===== config.mk =====
export PLATFORM = sky130hd
export DESIGN_NAME = head_pose_smoothing_filter_core
export DESIGN_NICKNAME = d
export VERILOG_FILES = /design/src/hpsf_pkg.sv /design/src/head_pose_smoothing_filter_core.sv /design/src/hpsf_div_serial.sv /design/src/hpsf_sqrt_serial.sv
export VERILOG_INCLUDE_DIRS = /design/src /design/src/src
export SDC_FILE = /design/constraint.sdc
export NUM_CORES = 2
export LEC_CHECK = 0
export BUFFER_PORTS_ARGS = -buffer_cell sky130_fd_sc_hd__buf_4
export CAP_MARGIN = 0
export CORE_UTILIZATION = 57
export CTS_BUF_LIST = sky130_fd_sc_hd__clkbuf_2
export CTS_CLUSTER_DIAMETER = 60
export DETAILED_ROUTE_END_ITERATION = 10
export PLACE_DENSITY = 0.74
export SYNTH_ARGS = -nofsm -noshare
export SYNTH_HDL_FRONTEND = slang
export SYNTH_SLANG_ARGS = --single-unit

===== constraint.sdc =====
create_clock -name clk -period 31.7 [get_ports clk]
set_clock_uncertainty 0.05 [all_clocks]
set_input_delay 0 -clock clk [delete_from_list [all_inputs] [get_ports clk]]
set_output_delay 0 -clock clk [all_outputs]
set_load 0.1 [all_outputs]

===== src/head_pose_smoothing_filter_core_macros.svh =====
// Assertion macros shared by the head-pose smoothing filter RTL.
// Included by the top level; depends on nothing else.
`ifndef HEAD_POSE_SMOOTHING_FILTER_CORE_MACROS_SVH
`define HEAD_POSE_SMOOTHING_FILTER_CORE_MACROS_SVH

// Same-cycle implication, disabled while reset is asserted.
`define HPSF_ASSERT_IMPLIES(label, clk, rst_n, ante, cons) \
	label: assert property (@(posedge clk) disable iff (!rst_n) (ante) |-> (cons)) \
		else $error("hpsf: same-cycle check failed");

// Next-cycle implication, disabled while reset is asserted.
`define HPSF_ASSERT_NEXT(label, clk, rst_n, ante, cons) \
	label: assert property (@(posedge clk) disable iff (!rst_n) (ante) |=> (cons)) \
		else $error("hpsf: next-cycle check failed");

`endif


===== src/hpsf_pkg.sv =====
// Package for the head-pose smoothing filter: widths, register codes,
// the exponential table, sequencer states and the serial-unit request types.
// Depends on nothing.
`default_nettype none

package hpsf_pkg;

	localparam int QUAT_FRAC_BITS = 14;
	localparam int POS_WIDTH      = 16;
	localparam int POS_EXTRA      = 8;
	localparam int HELD_W         = POS_WIDTH + POS_EXTRA;
	localparam int QUAT_W         = QUAT_FRAC_BITS + 2;
	localparam int QUAT_W_OUT     = QUAT_FRAC_BITS + 1;
	localparam int VEC_W          = QUAT_W + 1;
	localparam int REG_W          = 20;
	localparam int CFG_IDX_W      = 2;
	localparam int IN_TDATA_W     = 136;
	localparam int OUT_TDATA_W    = 112;

	localparam logic [REG_W-1:0] TAU_RESET  = REG_W'(55000);
	localparam logic [REG_W-1:0] MAXE_RESET = REG_W'(100000);

	localparam logic [CFG_IDX_W-1:0] CFG_TAU  = CFG_IDX_W'(0);
	localparam logic [CFG_IDX_W-1:0] CFG_MAXE = CFG_IDX_W'(1);

	// Serial divider geometry.
	localparam int DIV_REM_W   = 33;
	localparam int DIV_BITS_W  = 45;
	localparam int DIV_DEN_W   = 32;
	localparam int DIV_CNT_W   = 6;
	localparam int DIV_Q_W     = 17;
	localparam int RATIO_NUM_W = 33;
	localparam int RATIO_STEPS = 33;
	localparam int QDIV_STEPS  = 16;

	// Serial square-root geometry.
	localparam int SQRT_RAD_W  = 64;
	localparam int SQRT_ROOT_W = 32;
	localparam int SQRT_REM_W  = 35;
	localparam int SQRT_STEPS  = 32;
	localparam int SQRT_CNT_W  = 6;

	localparam int N2_W    = 33;
	localparam int P_W     = 25;
	localparam int EXP_W   = 24;
	localparam int GAIN_W  = 17;
	localparam int RATIO_W = 16;
	localparam int MUL_A_W = 26;
	localparam int MUL_B_W = 25;
	localparam int PROD_W  = MUL_A_W + MUL_B_W;

	typedef struct packed {
		logic                   start;
		logic [DIV_REM_W-1:0]   rem_init;
		logic [DIV_BITS_W-1:0]  bits;
		logic [DIV_DEN_W-1:0]   den;
		logic [DIV_CNT_W-1:0]   count;
	} div_req_t;

	typedef struct packed {
		logic               done;
		logic               ovf;
		logic [DIV_Q_W-1:0] quot;
	} div_rsp_t;

	typedef struct packed {
		logic                  start;
		logic [SQRT_RAD_W-1:0] rad;
	} sqrt_req_t;

	typedef struct packed {
		logic                   done;
		logic [SQRT_ROOT_W-1:0] root;
	} sqrt_rsp_t;

	typedef enum logic [3:0] {
		ST_IDLE,
		ST_RATIO,
		ST_RATIO_WAIT,
		ST_EXP,
		ST_GAIN,
		ST_POS,
		ST_SQ,
		ST_SQRT_GO,
		ST_SQRT_WAIT,
		ST_DIV_GO,
		ST_DIV_WAIT,
		ST_SIGN,
		ST_DOT,
		ST_MIX,
		ST_OUT
	} state_t;

	typedef enum logic [1:0] {
		PASS_FROM,
		PASS_TO,
		PASS_MIX
	} pass_t;

	// exp(-2^(j-12)) in Q24 for bit j of the Q4.12 ratio.
	function automatic logic [EXP_W-1:0] exp_bit(input logic [3:0] j);
		logic [EXP_W-1:0] v;
		case (j)
			4'd0:    v = EXP_W'(16773120);
			4'd1:    v = EXP_W'(16769026);
			4'd2:    v = EXP_W'(16760840);
			4'd3:    v = EXP_W'(16744480);
			4'd4:    v = EXP_W'(16711808);
			4'd5:    v = EXP_W'(16646655);
			4'd6:    v = EXP_W'(16517109);
			4'd7:    v = EXP_W'(16261035);
			4'd8:    v = EXP_W'(15760736);
			4'd9:    v = EXP_W'(14805841);
			4'd10:   v = EXP_W'(13066109);
			4'd11:   v = EXP_W'(10175896);
			4'd12:   v = EXP_W'(6171993);
			4'd13:   v = EXP_W'(2270549);
			4'd14:   v = EXP_W'(307285);
			4'd15:   v = EXP_W'(5628);
			default: v = '0;
		endcase
		return v;
	endfunction

endpackage

`default_nettype wire


===== src/head_pose_smoothing_filter_core.sv =====
// Head-pose smoothing filter, top level: sequencer, shared multiplier and state.
// A restart or first sample goes straight to the result in the neutral pose; otherwise the time
// to a result is set by the bit-serial divider (33 steps for the gain ratio, 16 per quaternion
// component) and the 32-step square root, run 3 times (fewer when a quaternion is all zero).
// One sample is in flight; the input is ready in the cycle after the result loads.
// Reset (arst_n low, asynchronous) restores register defaults and neutral pose.
`default_nettype none
`include "head_pose_smoothing_filter_core_macros.svh"

module head_pose_smoothing_filter_core (
	input  wire logic                              clk,
	input  wire logic                              arst_n,
	// Sample input.
	input  wire logic                              s_tvalid,
	output logic                                   s_tready,
	// From bit 0: elapsed_us[20], pos_x, pos_y, pos_z, quat_x, quat_y, quat_z,
	// quat_w (16 each), then four zero pad bits.
	input  wire logic [hpsf_pkg::IN_TDATA_W-1:0]   s_tdata,
	// restart.
	input  wire logic                              s_tuser,
	// Filtered pose output.
	output logic                                   m_tvalid,
	input  wire logic                              m_tready,
	// From bit 0: smooth_pos_x, smooth_pos_y, smooth_pos_z, smooth_quat_x,
	// smooth_quat_y, smooth_quat_z (16 each), smooth_quat_w (15), one pad bit.
	output logic [hpsf_pkg::OUT_TDATA_W-1:0]       m_tdata,
	// Configuration writes.
	input  wire logic                              cfg_valid,
	output logic                                   cfg_ready,
	input  wire logic [hpsf_pkg::CFG_IDX_W-1:0]    cfg_index,
	input  wire logic [hpsf_pkg::REG_W-1:0]        cfg_data
);
	import hpsf_pkg::*;

	localparam logic signed [QUAT_W-1:0] QUAT_ONE = QUAT_W'(1) << QUAT_FRAC_BITS;
	localparam logic [P_W-1:0]           P_ONE    = P_W'(1) << (P_W - 1);

	// Control and filter state.
	state_t                   state_q, state_d;
	pass_t                    pass_q;
	logic [1:0]               idx_q;
	logic [3:0]               jcnt_q;
	logic                     primed_q;
	logic [REG_W-1:0]         tau_q;
	logic [REG_W-1:0]         maxe_q;
	logic signed [HELD_W-1:0] hpos_q [3];
	logic signed [QUAT_W-1:0] hrot_q [4];
	logic                     m_tvalid_q;

	// Working registers of the current sample.
	logic [REG_W-1:0]            elapsed_q;
	logic signed [POS_WIDTH-1:0] tpos_q [3];
	logic signed [QUAT_W-1:0]    tquat_q [4];
	logic [RATIO_W-1:0]          ratio_q;
	logic [P_W-1:0]              p_q;
	logic [GAIN_W-1:0]           g_q;
	logic signed [VEC_W-1:0]     vec_q [4];
	logic signed [QUAT_W-1:0]    from_q [4];
	logic signed [QUAT_W-1:0]    to_q [4];
	logic signed [QUAT_W-1:0]    nq_q [4];
	logic [N2_W-1:0]             n2_q;
	logic [SQRT_ROOT_W-1:0]      len_q;
	logic signed [31:0]          dot_q;
	logic [OUT_TDATA_W-1:0]      m_tdata_q;

	div_req_t  div_req;
	div_rsp_t  div_rsp;
	sqrt_req_t sqrt_req;
	sqrt_rsp_t sqrt_rsp;

	hpsf_div_serial u_div (
		.clk    (clk),
		.arst_n (arst_n),
		.req    (div_req),
		.rsp    (div_rsp)
	);

	hpsf_sqrt_serial u_sqrt (
		.clk    (clk),
		.arst_n (arst_n),
		.req    (sqrt_req),
		.rsp    (sqrt_rsp)
	);

	// Combinational datapath around the one shared multiplier.
	logic [REG_W-1:0]            elapsed_sat;
	logic [REG_W-1:0]            tau_eff;
	logic [RATIO_NUM_W-1:0]      ratio_num;
	logic signed [MUL_A_W-1:0]   mul_a;
	logic signed [MUL_B_W-1:0]   mul_b;
	logic signed [PROD_W-1:0]    prod;
	logic signed [PROD_W-1:0]    prod_rnd16;
	logic [PROD_W-1:0]           p_rnd;
	logic signed [HELD_W:0]      pos_diff;
	logic signed [QUAT_W-1:0]    to_sel;
	logic signed [VEC_W-1:0]     mix_diff;
	logic [VEC_W-1:0]            vec_mag;
	logic [DIV_BITS_W-1:0]       qnum;
	logic [QUAT_W-1:0]           q_clamp;
	logic signed [QUAT_W-1:0]    nq_val;
	logic signed [QUAT_W-1:0]    nq_fix [4];
	logic [P_W:0]                p_out_rnd;
	logic [GAIN_W:0]             g_full;
	logic [HELD_W:0]             pos_rnd [3];
	logic [POS_WIDTH-1:0]        pos_out [3];
	logic                        do_load;

	always_comb begin
		elapsed_sat = (elapsed_q < maxe_q) ? elapsed_q : maxe_q;
		tau_eff     = (tau_q == '0) ? REG_W'(1) : tau_q;
		ratio_num   = {1'b0, elapsed_sat, 12'b0} + RATIO_NUM_W'(tau_eff[REG_W-1:1]);

		pos_diff = {tpos_q[idx_q][POS_WIDTH-1], tpos_q[idx_q], POS_EXTRA'(0)}
		         - {hpos_q[idx_q][HELD_W-1], hpos_q[idx_q]};
		// Take the shorter arc: flip the target when the dot product is negative.
		to_sel   = dot_q[31] ? -to_q[idx_q] : to_q[idx_q];
		mix_diff = {to_sel[QUAT_W-1], to_sel} - {from_q[idx_q][QUAT_W-1], from_q[idx_q]};

		case (state_q)
			ST_EXP: begin
				mul_a = $signed({1'b0, p_q});
				mul_b = $signed({1'b0, exp_bit(jcnt_q)});
			end
			ST_POS: begin
				mul_a = MUL_A_W'(pos_diff);
				mul_b = $signed({(MUL_B_W - GAIN_W)'(0), g_q});
			end
			ST_SQ: begin
				mul_a = MUL_A_W'(vec_q[idx_q]);
				mul_b = MUL_B_W'(vec_q[idx_q]);
			end
			ST_DOT: begin
				mul_a = MUL_A_W'(from_q[idx_q]);
				mul_b = MUL_B_W'(to_q[idx_q]);
			end
			ST_MIX: begin
				mul_a = MUL_A_W'(mix_diff);
				mul_b = $signed({(MUL_B_W - GAIN_W)'(0), g_q});
			end
			default: begin
				mul_a = '0;
				mul_b = '0;
			end
		endcase
		prod       = mul_a * mul_b;
		prod_rnd16 = (prod + PROD_W'(32768)) >>> 16;
		p_rnd      = prod + (PROD_W'(1) << (EXP_W - 1));

		// Gain alpha = 1 - exp(-r), Q16.
		p_out_rnd = {1'b0, p_q} + (P_W + 1)'(128);
		g_full    = (GAIN_W + 1)'(65536) - p_out_rnd[P_W:8];

		// Component division for normalization: (|v| << 29 + len / 2) / len.
		vec_mag = vec_q[idx_q][VEC_W-1] ? VEC_W'(-vec_q[idx_q]) : VEC_W'(vec_q[idx_q]);
		qnum    = {vec_mag[15:0], 29'b0} + DIV_BITS_W'(len_q[SQRT_ROOT_W-1:1]);
		q_clamp = (div_rsp.ovf || div_rsp.quot > DIV_Q_W'(QUAT_ONE))
		        ? QUAT_ONE : div_rsp.quot[QUAT_W-1:0];
		nq_val  = vec_q[idx_q][VEC_W-1] ? -$signed(q_clamp) : $signed(q_clamp);

		// Keep w non-negative by negating the whole quaternion.
		for (int i = 0; i < 4; i++) begin
			nq_fix[i] = nq_q[3][QUAT_W-1] ? -nq_q[i] : nq_q[i];
		end

		// Output translation: round half up to Q3.12 and saturate.
		for (int i = 0; i < 3; i++) begin
			pos_rnd[i] = {hpos_q[i][HELD_W-1], hpos_q[i]} + (HELD_W + 1)'(128);
			if (pos_rnd[i][HELD_W] != pos_rnd[i][HELD_W-1]) begin
				pos_out[i] = pos_rnd[i][HELD_W] ? {1'b1, (POS_WIDTH - 1)'(0)}
				                                : {1'b0, {(POS_WIDTH - 1){1'b1}}};
			end else begin
				pos_out[i] = pos_rnd[i][HELD_W-1:POS_EXTRA];
			end
		end

		do_load = (state_q == ST_OUT) && (!m_tvalid_q || m_tready);
	end

	// Sequencer: next state and requests to the serial units.
	always_comb begin
		state_d  = state_q;
		s_tready = 1'b0;
		div_req  = '0;
		sqrt_req = '0;
		case (state_q)
			ST_IDLE: begin
				s_tready = 1'b1;
				if (s_tvalid) begin
					state_d = (s_tuser || !primed_q) ? ST_OUT : ST_RATIO;
				end
			end
			ST_RATIO: begin
				div_req.start    = 1'b1;
				div_req.rem_init = '0;
				div_req.bits     = {ratio_num, (DIV_BITS_W - RATIO_NUM_W)'(0)};
				div_req.den      = DIV_DEN_W'(tau_eff);
				div_req.count    = DIV_CNT_W'(RATIO_STEPS);
				state_d          = ST_RATIO_WAIT;
			end
			ST_RATIO_WAIT: begin
				if (div_rsp.done) begin
					state_d = ST_EXP;
				end
			end
			ST_EXP: begin
				if (jcnt_q == 4'd15) begin
					state_d = ST_GAIN;
				end
			end
			ST_GAIN: begin
				state_d = ST_POS;
			end
			ST_POS: begin
				if (idx_q == 2'd2) begin
					state_d = ST_SQ;
				end
			end
			ST_SQ: begin
				if (idx_q == 2'd3) begin
					state_d = ST_SQRT_GO;
				end
			end
			ST_SQRT_GO: begin
				if (n2_q == '0) begin
					state_d = ST_SIGN;
				end else begin
					sqrt_req.start = 1'b1;
					sqrt_req.rad   = {1'b0, n2_q, 30'b0};
					state_d        = ST_SQRT_WAIT;
				end
			end
			ST_SQRT_WAIT: begin
				if (sqrt_rsp.done) begin
					state_d = ST_DIV_GO;
				end
			end
			ST_DIV_GO: begin
				div_req.start    = 1'b1;
				div_req.rem_init = DIV_REM_W'(qnum[DIV_BITS_W-1:QDIV_STEPS]);
				div_req.bits     = {qnum[QDIV_STEPS-1:0], (DIV_BITS_W - QDIV_STEPS)'(0)};
				div_req.den      = len_q;
				div_req.count    = DIV_CNT_W'(QDIV_STEPS);
				state_d          = ST_DIV_WAIT;
			end
			ST_DIV_WAIT: begin
				if (div_rsp.done) begin
					state_d = (idx_q == 2'd3) ? ST_SIGN : ST_DIV_GO;
				end
			end
			ST_SIGN: begin
				case (pass_q)
					PASS_FROM: state_d = ST_SQ;
					PASS_TO:   state_d = ST_DOT;
					default:   state_d = ST_OUT;
				endcase
			end
			ST_DOT: begin
				if (idx_q == 2'd3) begin
					state_d = ST_MIX;
				end
			end
			ST_MIX: begin
				if (idx_q == 2'd3) begin
					state_d = ST_SQ;
				end
			end
			ST_OUT: begin
				if (!m_tvalid_q || m_tready) begin
					state_d = ST_IDLE;
				end
			end
			default: state_d = ST_IDLE;
		endcase
	end

	// Control state, configuration and held pose.
	always_ff @(posedge clk or negedge arst_n) begin
		if (!arst_n) begin
			state_q    <= ST_IDLE;
			pass_q     <= PASS_FROM;
			idx_q      <= '0;
			jcnt_q     <= '0;
			primed_q   <= 1'b0;
			tau_q      <= TAU_RESET;
			maxe_q     <= MAXE_RESET;
			m_tvalid_q <= 1'b0;
			for (int i = 0; i < 3; i++) begin
				hpos_q[i] <= '0;
			end
			for (int i = 0; i < 3; i++) begin
				hrot_q[i] <= '0;
			end
			hrot_q[3] <= QUAT_ONE;
		end else begin
			state_q <= state_d;
			if (cfg_valid) begin
				case (cfg_index)
					CFG_TAU:  tau_q  <= cfg_data;
					CFG_MAXE: maxe_q <= cfg_data;
					default:  ;
				endcase
			end
			// A new result replaces the old one in the same cycle it is taken.
			if (do_load) begin
				m_tvalid_q <= 1'b1;
			end else if (m_tvalid_q && m_tready) begin
				m_tvalid_q <= 1'b0;
			end
			case (state_q)
				ST_IDLE: begin
					// Restart or first sample puts the filter in the neutral pose.
					if (s_tvalid && (s_tuser || !primed_q)) begin
						primed_q <= 1'b1;
						for (int i = 0; i < 3; i++) begin
							hpos_q[i] <= '0;
						end
						for (int i = 0; i < 3; i++) begin
							hrot_q[i] <= '0;
						end
						hrot_q[3] <= QUAT_ONE;
					end
				end
				ST_RATIO_WAIT: jcnt_q <= '0;
				ST_EXP:        jcnt_q <= jcnt_q + 1'b1;
				ST_GAIN:       idx_q  <= '0;
				ST_POS: begin
					hpos_q[idx_q] <= hpos_q[idx_q] + prod_rnd16[HELD_W-1:0];
					if (idx_q == 2'd2) begin
						idx_q  <= '0;
						pass_q <= PASS_FROM;
					end else begin
						idx_q <= idx_q + 1'b1;
					end
				end
				ST_SQ, ST_DOT: idx_q <= idx_q + 1'b1;
				ST_MIX: begin
					idx_q <= idx_q + 1'b1;
					if (idx_q == 2'd3) begin
						pass_q <= PASS_MIX;
					end
				end
				ST_DIV_WAIT: begin
					if (div_rsp.done) begin
						idx_q <= idx_q + 1'b1;
					end
				end
				ST_SIGN: begin
					case (pass_q)
						PASS_FROM: pass_q <= PASS_TO;
						PASS_MIX: begin
							for (int i = 0; i < 4; i++) begin
								hrot_q[i] <= nq_fix[i];
							end
						end
						default: ;
					endcase
				end
				default: ;
			endcase
		end
	end

	// Working registers; no reset needed.
	always_ff @(posedge clk) begin
		case (state_q)
			ST_IDLE: begin
				if (s_tvalid) begin
					elapsed_q <= s_tdata[REG_W-1:0];
					for (int i = 0; i < 3; i++) begin
						tpos_q[i] <= s_tdata[REG_W + POS_WIDTH*i +: POS_WIDTH];
					end
					for (int i = 0; i < 4; i++) begin
						tquat_q[i] <= s_tdata[REG_W + 3*POS_WIDTH + QUAT_W*i +: QUAT_W];
					end
				end
			end
			ST_RATIO_WAIT: begin
				if (div_rsp.done) begin
					ratio_q <= (div_rsp.ovf || div_rsp.quot[DIV_Q_W-1])
					         ? {RATIO_W{1'b1}} : div_rsp.quot[RATIO_W-1:0];
					p_q     <= P_ONE;
				end
			end
			ST_EXP: begin
				if (ratio_q[jcnt_q]) begin
					p_q <= p_rnd[EXP_W + P_W - 1:EXP_W];
				end
			end
			ST_GAIN: g_q <= g_full[GAIN_W-1:0];
			ST_POS: begin
				if (idx_q == 2'd2) begin
					for (int i = 0; i < 4; i++) begin
						vec_q[i] <= VEC_W'(hrot_q[i]);
					end
					n2_q <= '0;
				end
			end
			ST_SQ: n2_q <= n2_q + prod[N2_W-1:0];
			ST_SQRT_GO: begin
				// An all-zero quaternion normalizes to the identity.
				if (n2_q == '0) begin
					for (int i = 0; i < 3; i++) begin
						nq_q[i] <= '0;
					end
					nq_q[3] <= QUAT_ONE;
				end
			end
			ST_SQRT_WAIT: begin
				if (sqrt_rsp.done) begin
					len_q <= sqrt_rsp.root;
				end
			end
			ST_DIV_WAIT: begin
				if (div_rsp.done) begin
					nq_q[idx_q] <= nq_val;
				end
			end
			ST_SIGN: begin
				case (pass_q)
					PASS_FROM: begin
						for (int i = 0; i < 4; i++) begin
							from_q[i] <= nq_fix[i];
							vec_q[i]  <= VEC_W'(tquat_q[i]);
						end
						n2_q <= '0;
					end
					PASS_TO: begin
						for (int i = 0; i < 4; i++) begin
							to_q[i] <= nq_fix[i];
						end
						dot_q <= '0;
					end
					default: ;
				endcase
			end
			ST_DOT: dot_q <= dot_q + prod[31:0];
			ST_MIX: begin
				vec_q[idx_q] <= VEC_W'(from_q[idx_q]) + prod_rnd16[VEC_W-1:0];
				if (idx_q == 2'd3) begin
					n2_q <= '0;
				end
			end
			ST_OUT: begin
				if (do_load) begin
					m_tdata_q <= {1'b0, hrot_q[3][QUAT_W_OUT-1:0], hrot_q[2], hrot_q[1],
					              hrot_q[0], pos_out[2], pos_out[1], pos_out[0]};
				end
			end
			default: ;
		endcase
	end

	always_comb begin
		m_tvalid  = m_tvalid_q;
		m_tdata   = m_tdata_q;
		cfg_ready = 1'b1;
	end

	`HPSF_ASSERT_NEXT(a_accept_leaves_idle, clk, arst_n, s_tvalid && s_tready, state_q != ST_IDLE)
	`HPSF_ASSERT_IMPLIES(a_out_w_unit, clk, arst_n, m_tvalid, m_tdata[110:96] <= 15'd16384)
	`HPSF_ASSERT_IMPLIES(a_sqrt_done_waited, clk, arst_n, sqrt_rsp.done, state_q == ST_SQRT_WAIT)
	`HPSF_ASSERT_IMPLIES(a_div_done_waited, clk, arst_n, div_rsp.done, state_q == ST_RATIO_WAIT || state_q == ST_DIV_WAIT)

endmodule

`default_nettype wire


===== src/hpsf_div_serial.sv =====
// Bit-serial restoring divider, one quotient bit per cycle.
// Depends on hpsf_pkg for the request and response types.
`default_nettype none

module hpsf_div_serial (
	input  wire logic             clk,
	input  wire logic             arst_n,
	input  wire hpsf_pkg::div_req_t req,
	output hpsf_pkg::div_rsp_t    rsp
);
	import hpsf_pkg::*;

	logic                  busy_q;
	logic                  done_q;
	logic [DIV_CNT_W-1:0]  cnt_q;
	logic [DIV_REM_W-1:0]  rem_q;
	logic [DIV_BITS_W-1:0] bits_q;
	logic [DIV_DEN_W-1:0]  den_q;
	logic [DIV_Q_W-1:0]    quot_q;
	logic                  ovf_q;
	logic [DIV_REM_W-1:0]  rem_sh;
	logic [DIV_REM_W-1:0]  rem_sub;
	logic                  fits;

	// The remainder stays below the divisor, so one shifted-in bit never
	// overflows the remainder register.
	always_comb begin
		rem_sh  = {rem_q[DIV_REM_W-2:0], bits_q[DIV_BITS_W-1]};
		fits    = rem_sh >= {1'b0, den_q};
		rem_sub = rem_sh - {1'b0, den_q};
	end

	always_ff @(posedge clk or negedge arst_n) begin
		if (!arst_n) begin
			busy_q <= 1'b0;
			done_q <= 1'b0;
			cnt_q  <= '0;
		end else begin
			done_q <= 1'b0;
			if (req.start) begin
				busy_q <= 1'b1;
				cnt_q  <= req.count;
			end else if (busy_q) begin
				cnt_q <= cnt_q - 1'b1;
				if (cnt_q == DIV_CNT_W'(1)) begin
					busy_q <= 1'b0;
					done_q <= 1'b1;
				end
			end
		end
	end

	always_ff @(posedge clk) begin
		if (req.start) begin
			rem_q  <= req.rem_init;
			bits_q <= req.bits;
			den_q  <= req.den;
			quot_q <= '0;
			ovf_q  <= 1'b0;
		end else if (busy_q) begin
			rem_q  <= fits ? rem_sub : rem_sh;
			bits_q <= {bits_q[DIV_BITS_W-2:0], 1'b0};
			quot_q <= {quot_q[DIV_Q_W-2:0], fits};
			ovf_q  <= ovf_q | quot_q[DIV_Q_W-1];
		end
	end

	always_comb begin
		rsp.done = done_q;
		rsp.ovf  = ovf_q;
		rsp.quot = quot_q;
	end

endmodule

`default_nettype wire


===== src/hpsf_sqrt_serial.sv =====
// Digit-serial integer square root, two radicand bits per cycle.
// Depends on hpsf_pkg for the request and response types.
`default_nettype none

module hpsf_sqrt_serial (
	input  wire logic              clk,
	input  wire logic              arst_n,
	input  wire hpsf_pkg::sqrt_req_t req,
	output hpsf_pkg::sqrt_rsp_t    rsp
);
	import hpsf_pkg::*;

	logic                   busy_q;
	logic                   done_q;
	logic [SQRT_CNT_W-1:0]  cnt_q;
	logic [SQRT_RAD_W-1:0]  rad_q;
	logic [SQRT_REM_W-1:0]  rem_q;
	logic [SQRT_ROOT_W-1:0] root_q;
	logic [SQRT_REM_W-1:0]  rem_sh;
	logic [SQRT_REM_W-1:0]  trial;
	logic                   fits;

	// The remainder never exceeds twice the partial root.
	always_comb begin
		rem_sh = {rem_q[SQRT_REM_W-3:0], rad_q[SQRT_RAD_W-1:SQRT_RAD_W-2]};
		trial  = {1'b0, root_q, 2'b01};
		fits   = rem_sh >= trial;
	end

	always_ff @(posedge clk or negedge arst_n) begin
		if (!arst_n) begin
			busy_q <= 1'b0;
			done_q <= 1'b0;
			cnt_q  <= '0;
		end else begin
			done_q <= 1'b0;
			if (req.start) begin
				busy_q <= 1'b1;
				cnt_q  <= SQRT_CNT_W'(SQRT_STEPS);
			end else if (busy_q) begin
				cnt_q <= cnt_q - 1'b1;
				if (cnt_q == SQRT_CNT_W'(1)) begin
					busy_q <= 1'b0;
					done_q <= 1'b1;
				end
			end
		end
	end

	always_ff @(posedge clk) begin
		if (req.start) begin
			rad_q  <= req.rad;
			rem_q  <= '0;
			root_q <= '0;
		end else if (busy_q) begin
			rad_q  <= {rad_q[SQRT_RAD_W-3:0], 2'b00};
			rem_q  <= fits ? (rem_sh - trial) : rem_sh;
			root_q <= {root_q[SQRT_ROOT_W-2:0], fits};
		end
	end

	always_comb begin
		rsp.done = done_q;
		rsp.root = root_q;
	end

endmodule

`default_nettype wire

== Yosys cells after proc, flatten, opt, wreduce, memory -nomap -nowiden ==
Memory sizes are Yosys's and may differ from the RTL's.
Index checks and enable logic that the tools add are counted.

* Flip-flop bits (word level): 748
* Bits in writable memories: 372
* ROM bits: 384
* Bits of input ports: 164
* Output and inout bits: 115
* Logic and storage cells: 293
* Memories: 7

{| class="wikitable"
|+ Memory list
! memory !! words !! bits a word !! read ports !! clocked after Yosys merged registers in !! write ports !! RTL line !! source
|-
| (name not given) || 16 || 24 || 1 || 0 || 0 || hpsf_pkg.sv:103 || <nowiki>case (j)</nowiki>
|-
| vec_q || 4 || 17 || 1 || 0 || 4 || head_pose_smoothing_filter_core.sv:57 || <nowiki>logic signed [VEC_W-1:0] vec_q [4];</nowiki>
|-
| from_q || 4 || 16 || 1 || 0 || 4 || head_pose_smoothing_filter_core.sv:58 || <nowiki>logic signed [QUAT_W-1:0] from_q [4];</nowiki>
|-
| nq_q || 4 || 16 || 4 || 0 || 4 || head_pose_smoothing_filter_core.sv:60 || <nowiki>logic signed [QUAT_W-1:0] nq_q [4];</nowiki>
|-
| to_q || 4 || 16 || 1 || 0 || 4 || head_pose_smoothing_filter_core.sv:59 || <nowiki>logic signed [QUAT_W-1:0] to_q [4];</nowiki>
|-
| tquat_q || 4 || 16 || 4 || 0 || 4 || head_pose_smoothing_filter_core.sv:53 || <nowiki>logic signed [QUAT_W-1:0] tquat_q [4];</nowiki>
|-
| 1 more memories || -- || -- || -- || -- || -- || -- ||
|}

* Add/subtract/negate cells: 28
* Multiply operators: 1
* Magnitude comparators: 7
* Equality and inequality tests: 40
* Muxes and demuxes: 123
* Bitwise gates (word level): 6
* Reduce and logical (&&, ||, !) cells: 44

{| class="wikitable"
|+ Operators by type and width
! cell !! number
|-
| $mux 64 || 4
|-
| $mux 16 || 15
|-
| $pmux 117 s2 || 1
|-
| $pmux 72 s2 || 1
|-
| $mux 33 || 4
|-
| $pmux 33 s4 || 1
|-
| $mux 65 || 2
|-
| $pmux 26 s5 || 1
|-
| $mux 32 || 4
|-
| $pmux 64 s2 || 1
|-
| $neg 16->16 || 7
|-
| $pmux 25 s4 || 1
|-
| $mux 45 || 2
|-
| $mux 17 || 5
|-
| $add 24x9->25 const B || 3
|-
| $bwmux 72 || 1
|-
| $mux 24 || 3
|-
| $mux 72 || 1
|-
| $pmux 32 s2 || 1
|-
| $pmux 4 s15 || 1
|-
| $mux 25 || 2
|-
| $pmux 25 s2 || 1
|-
| $add 49x25->49 const B || 1
|-
| $mul 26x25->49 || 1
|-
| other kinds (64) || 185
|}

== Longest topological paths before layout ==
* Depth after elaboration: 11
* Depth in mapped cells: 62
* Gate-level depth less buffers: 55

== By module ==
Synthesis repeated with hierarchy kept, for this count alone.

* Cell total of the unflattened synthesis: 8232
* Area total of the unflattened synthesis: 84282.1 um2

{| class="wikitable"
|+ Modules (own cells, without submodules)
! module !! times used !! cells each !! area an instance (um2) !! seq. area each (um2)
|-
| head_pose_smoothing_filter_core || 1 || 6884 || 69330.2 || 24533.5
|-
| hpsf_div_serial || 1 || 652 || 7517.2 || 3833.7
|-
| hpsf_sqrt_serial || 1 || 696 || 7434.6 || 3423.3
|}

== Least setup slack after synthesis ==
OpenSTA, ideal clock, no wires.

* Kind: register -> register
* Start: register idx_q[0]
* End: register hpos_q[23] (netlist name)
* Library setup time: 135 ps
* Data arrival time: 13692 ps
* Data required time: 31515 ps
* Setup slack: 17823 ps
* Cell stages (with the launch flop): 58
* Buffers on the path: 7
* Clock period less this slack: 13877 ps
* Path through: dfrtp_1 -> buf_6 -> buf_6 -> buf_2 -> buf_2 -> buf_2 -> buf_2 -> mux4_2 -> nor3_1 -> nand2b_1 -> xnor2_1 -> ha_1 -> a21oi_1 -> o21a_1 -> a21oi_1 -> and4_1 -> o41a_1 -> o21a_1 -> (+22 left out) -> o22ai_1 -> xnor2_1 -> nand3_1 -> nor4_1 -> nand2_1 -> xnor2_1 -> ha_1 -> nand3_1 -> nand2_1 -> a41o_1 -> o21ai_0 -> a31oi_1 -> o221ai_1 -> o21ai_0 -> a21o_1 -> a21oi_1 -> xnor2_1 -> o21ai_0

* Cells in the longest elaborated chain, start to end: 11
* Elaborated cells on any way between the ends: 24
* Classes of those cells: add/sub (5); mul (1); order compare (2); mux (10); bitwise (1); reduce/logical (1); memory (4)

{| class="wikitable"
|+ RTL lines
! item !! RTL line !! source
|-
| from (decl) || head_pose_smoothing_filter_core.sv:41 || <nowiki>logic [1:0] idx_q;</nowiki>
|-
| from (signal assigned) || head_pose_smoothing_filter_core.sv:332 || <nowiki>idx_q <= idx_q + 1'b1;</nowiki>
|-
| from (signal assigned) || head_pose_smoothing_filter_core.sv:335 || <nowiki>ST_SQ, ST_DOT: idx_q <= idx_q + 1'b1;</nowiki>
|-
| from (signal assigned) || head_pose_smoothing_filter_core.sv:337 || <nowiki>idx_q <= idx_q + 1'b1;</nowiki>
|-
| parallel branches: the longest is 9 deep, another holds $mul 26x25->49 || -- ||
|-
| $bwmux 72 (*) || head_pose_smoothing_filter_core.sv:327 || <nowiki>hpos_q[idx_q] <= hpos_q[idx_q] + prod_rnd16[HELD_W-1:0];</nowiki>
|-
| $pmux 72 s2 (*) || head_pose_smoothing_filter_core.sv:309 || <nowiki>case (state_q)</nowiki>
|-
| to (signal, indexed assignment) || head_pose_smoothing_filter_core.sv:327 ||
|-
| to (decl) || head_pose_smoothing_filter_core.sv:46 || <nowiki>logic signed [HELD_W-1:0] hpos_q [3];</nowiki>
|}

Every way passes the cells marked *. The select of a mux whose other input is x is not followed.
A chain may end at the register's enable or synchronous reset.

==> impl_metrics.yaml <==
cts:
  cts_tree: "built"
  cts_num_sinks: 1078
  cts_max_level: 5
  ctsResizeCount: 0
  clk_pin_slew_ns: 0.23
  clock_path_buffers: 4
  root_buffer: "clkbuf_2"
  insertion_delay_ns: 1.82
  cts_buffers: 285
  postCtsSetupBuffers: 0
critical_path:
  endpoint_kind: "flop"
  cp_top_family: "compound AO/OA/AOI/OAI gates"
  critPathRequiredTime_ns: 33.13
  crit_arrival_ns: 17.77
  worst-r2r-cell-count: 50
  crit_type: "flop to flop"
  worst_r2r_endpoint: "vec_q[2][15]"
  r2r_slack_ns: 15.37
  slowest_stage: "a41oi_2"
  r2r_start: "idx_q[0]"
  critPathMaxStageDelay_ns: 1.01
  crit_buf_inv: 9
  crit_path_start_kind: "flop"
  crit_fanout: 69
job:
  drv_cap: 0
synth:
  synth_edf_count: 789
  synth-main-ff-cell: "edfxtp_1"
  synthArstFlopShare_pct: 19.1
  netlist_top_cells_count: "947 x inv_1, 940 x nand2_1, 789 x edfxtp_1, 763 x nor2_1, 671 x fa_1"
  synth_warnings: 0
  synthDistinctLibCells: 97
  syn_avg_cell_area_um2: 10.1
  yosysSeqAreaShare_pct: 37.1
  synth_top_cell_by_area: "edfxtp_1"
  yosysMostFrequentCell: "inv_1"
  synthesis.nets: 9358
  synth_top_area_share_pct: 28.8
  synthTopCellsByArea: "edfxtp_1 29%, fa_1 16%, ha_1 6.2%"
  ys_seq_elements: 1078
  syn_inst: 8118
  synth.cell_area_um2: 82200
routing:
  drtAntennaViolNets: 0
  first_pass_iters: 10
  routed_wl_um: 266000
  vias: 68400
  drt_iter0_drc: 7753
  vias_per_cell: 6.12
  drc: 0
  wire_per_inst_um: 23.8
run_status:
  status: "completed"
sta:
  fmax_ghz: 0.0612
  setup_tns_ns: 0
  tightest_slew_ns: 1.44
  min_period_ns: 16.33
  period_share_pct: 51.5
  relSlewSlack_pct: 2.49
  setup_viol: 0
  finalMaxSlewViolations: 0
  hold_viol: 0
  rsz0062_at_grt: "no"
floorplanning:
  io_pins: 279
  die_w_um: 382
  coreArea_um2: 142000
  rows: 138
  start_util_pct: 57.8
  die_area_um2: 146000
  die_h_um: 382
cells_and_area:
  fin_nets: 10300
  layout-drive-gt1-share_pct: 12.2
  area_growth_pct: 15.4
min_path:
  holdPathStages: 4
  min_to: "tquat_q[0][14]"
  hold_path.class: "input pin to flop"
  min_from: "s_tdata[82]"
grt:
  grt_usage_pct: 36.7
  grt_max_degree: 85
  overflow: 0
  antenna_found_initial: 18
  grt_pass1_vias: 69500
  grt_pass1_wl_um: 407000
placement:
  dp.final_hpwl_um: 179000
  gp_congestion: 0.970
  port_buffers: 272
cells in the final DEF (no fill, tap or decap), drive strengths merged, types with 54 or more instances in the layout:
| cell type | netlist | final |
|---|---|---|
| ha | 405 | 405 |
| mux2 | 136 | 136 |
| and3 | 84 | 84 |
| xnor2 | 291 | 291 |
| nand2 | 940 | 940 |
| inv | 948 | 951 |
| nor3 | 104 | 104 |
| a21oi | 326 | 326 |
| mux2i | 132 | 132 |
| dlygate4sd3 | 0 | 589 |
| nor2b | 55 | 55 |
| nand2b | 61 | 61 |
| xor2 | 169 | 169 |
| nand3 | 178 | 178 |
| and2 | 113 | 113 |
| fa | 671 | 671 |
| edfxtp | 789 | 789 |
| a21o | 128 | 128 |
| buf | 41 | 409 |
| clkinv | 1 | 73 |
| a31oi | 74 | 74 |
| dfrtp | 190 | 190 |
| clkbuf | 316 | 419 |
| a211oi | 65 | 65 |
| o21ai | 318 | 318 |
| mux4 | 54 | 54 |
| dfxtp | 83 | 83 |
| nor2 | 763 | 763 |
layer usage:
| layer | part of all wire, % | up-vias | track usage [%] |
|---|---|---|---|
| met1 | 37 | 33400 | 46.1 |
| li1 | - | 29700 | - |
| met5 | 0.017 | - | 0 |
| met3 | 11 | 1050 | 9.37 |
| met2 | 46 | 4187 | 57.9 |
| met4 | 6.4 | 6 | 20.4 |
worst max path at each step:
| stage | from | endpoint | slack [ns] | cells after the start |
|---|---|---|---|---|
| 2_1_floorplan | idx_q[0] | hpos_q[23] | 17.82 | 57 |
| 3_3_place_gp | idx_q[0] | hpos_q[71] | 15.90 | 53 |
| 3_5_place_dp | idx_q[0] | hpos_q[71] | 15.74 | 53 |
| 4_1_cts | idx_q[0] | hpos_q[71] | 15.76 | 53 |
| 5_1_grt | idx_q[0] | hpos_q[71] | 14.68 | 53 |
| 6_report | idx_q[0] | vec_q[2][15] | 15.37 | 50 |
through the flow:
step / cells / hold WS (ns) / worst slack [ns] / instance area, µm² / util [%]
2_1_floorplan: 8118 / -0.346 / 17.82 / 82200 / -
3_3_place_gp: 10100 / 0.00211 / 15.90 / 86400 / 60.7
3_5_place_dp: 10100 / 0.0192 / 15.74 / 86400 / 60.7
4_1_cts: 11100 / 0.00140 / 15.76 / 94800 / 66.6
5_1_grt: 11200 / -0.0279 / 14.68 / 94800 / 66.7
6_report: 11200 / 0.0739 / 15.37 / 94900 / 66.7
layout make-up:
type / instances / area (µm²)
clock inverter: 78 / 360
multi-input combinational: 5734 / 46900
tap: 1890 / 2360
clock buffer: 419 / 2100
timing repair buffer: 998 / 9020
inverter: 949 / 3560
antenna: 17 / 42.5
fill: 10700 / 47400
sequential: 1078 / 30500
registers in the layout, summed over array words and instances (netlist names), 20 cells and up:
register / flops
dot_q: 32
elapsed_q: 20
from_q: 64
hpos_q: 72
hrot_q: 64
len_q: 32
m_tdata: 111
maxe_q: 20
n2_q: 33
nq_q: 64
p_q: 25
tau_q: 20
to_q: 64
tpos_q: 48
tquat_q: 64
u_div.bits_q: 33
u_div.den_q: 32
u_div.rem_q: 32
u_sqrt.rad_q: 34
u_sqrt.rem_q: 33
u_sqrt.root_q: 32
vec_q: 68
worst reg2reg max path: cells and delay by family, from the launching register on:
kind	cells	cell delay, ns
AO/OA/AOI/OAI	16	4.80
adder cells (fa/ha/maj)	10	4.64
AND/OR/NAND/NOR	10	2.01
buffers and inverters	9	1.51
multiplexers	2	1.18
XOR/XNOR	3	1.18
flip-flops	1	0.87
repair_timing:
item,in CTS,in global routing
setup endpoints to repair,0,0
endpoints found under the hold margin,690,0
hold buffers,591,0
cell families after synthesis:
logic type,synth area share (%)
AO/OA/AOI/OAI,10.6
buffers and inverters,6.02
adder cells (fa/ha/maj),22.5
flip-flops,37.1
other,0.00913
multiplexers,4.95
XOR/XNOR,4.94
AND/OR/NAND/NOR,13.9
Power is not shown: default switching activity piles up to over one toggle a cycle in this logic, so the estimate is an artifact.
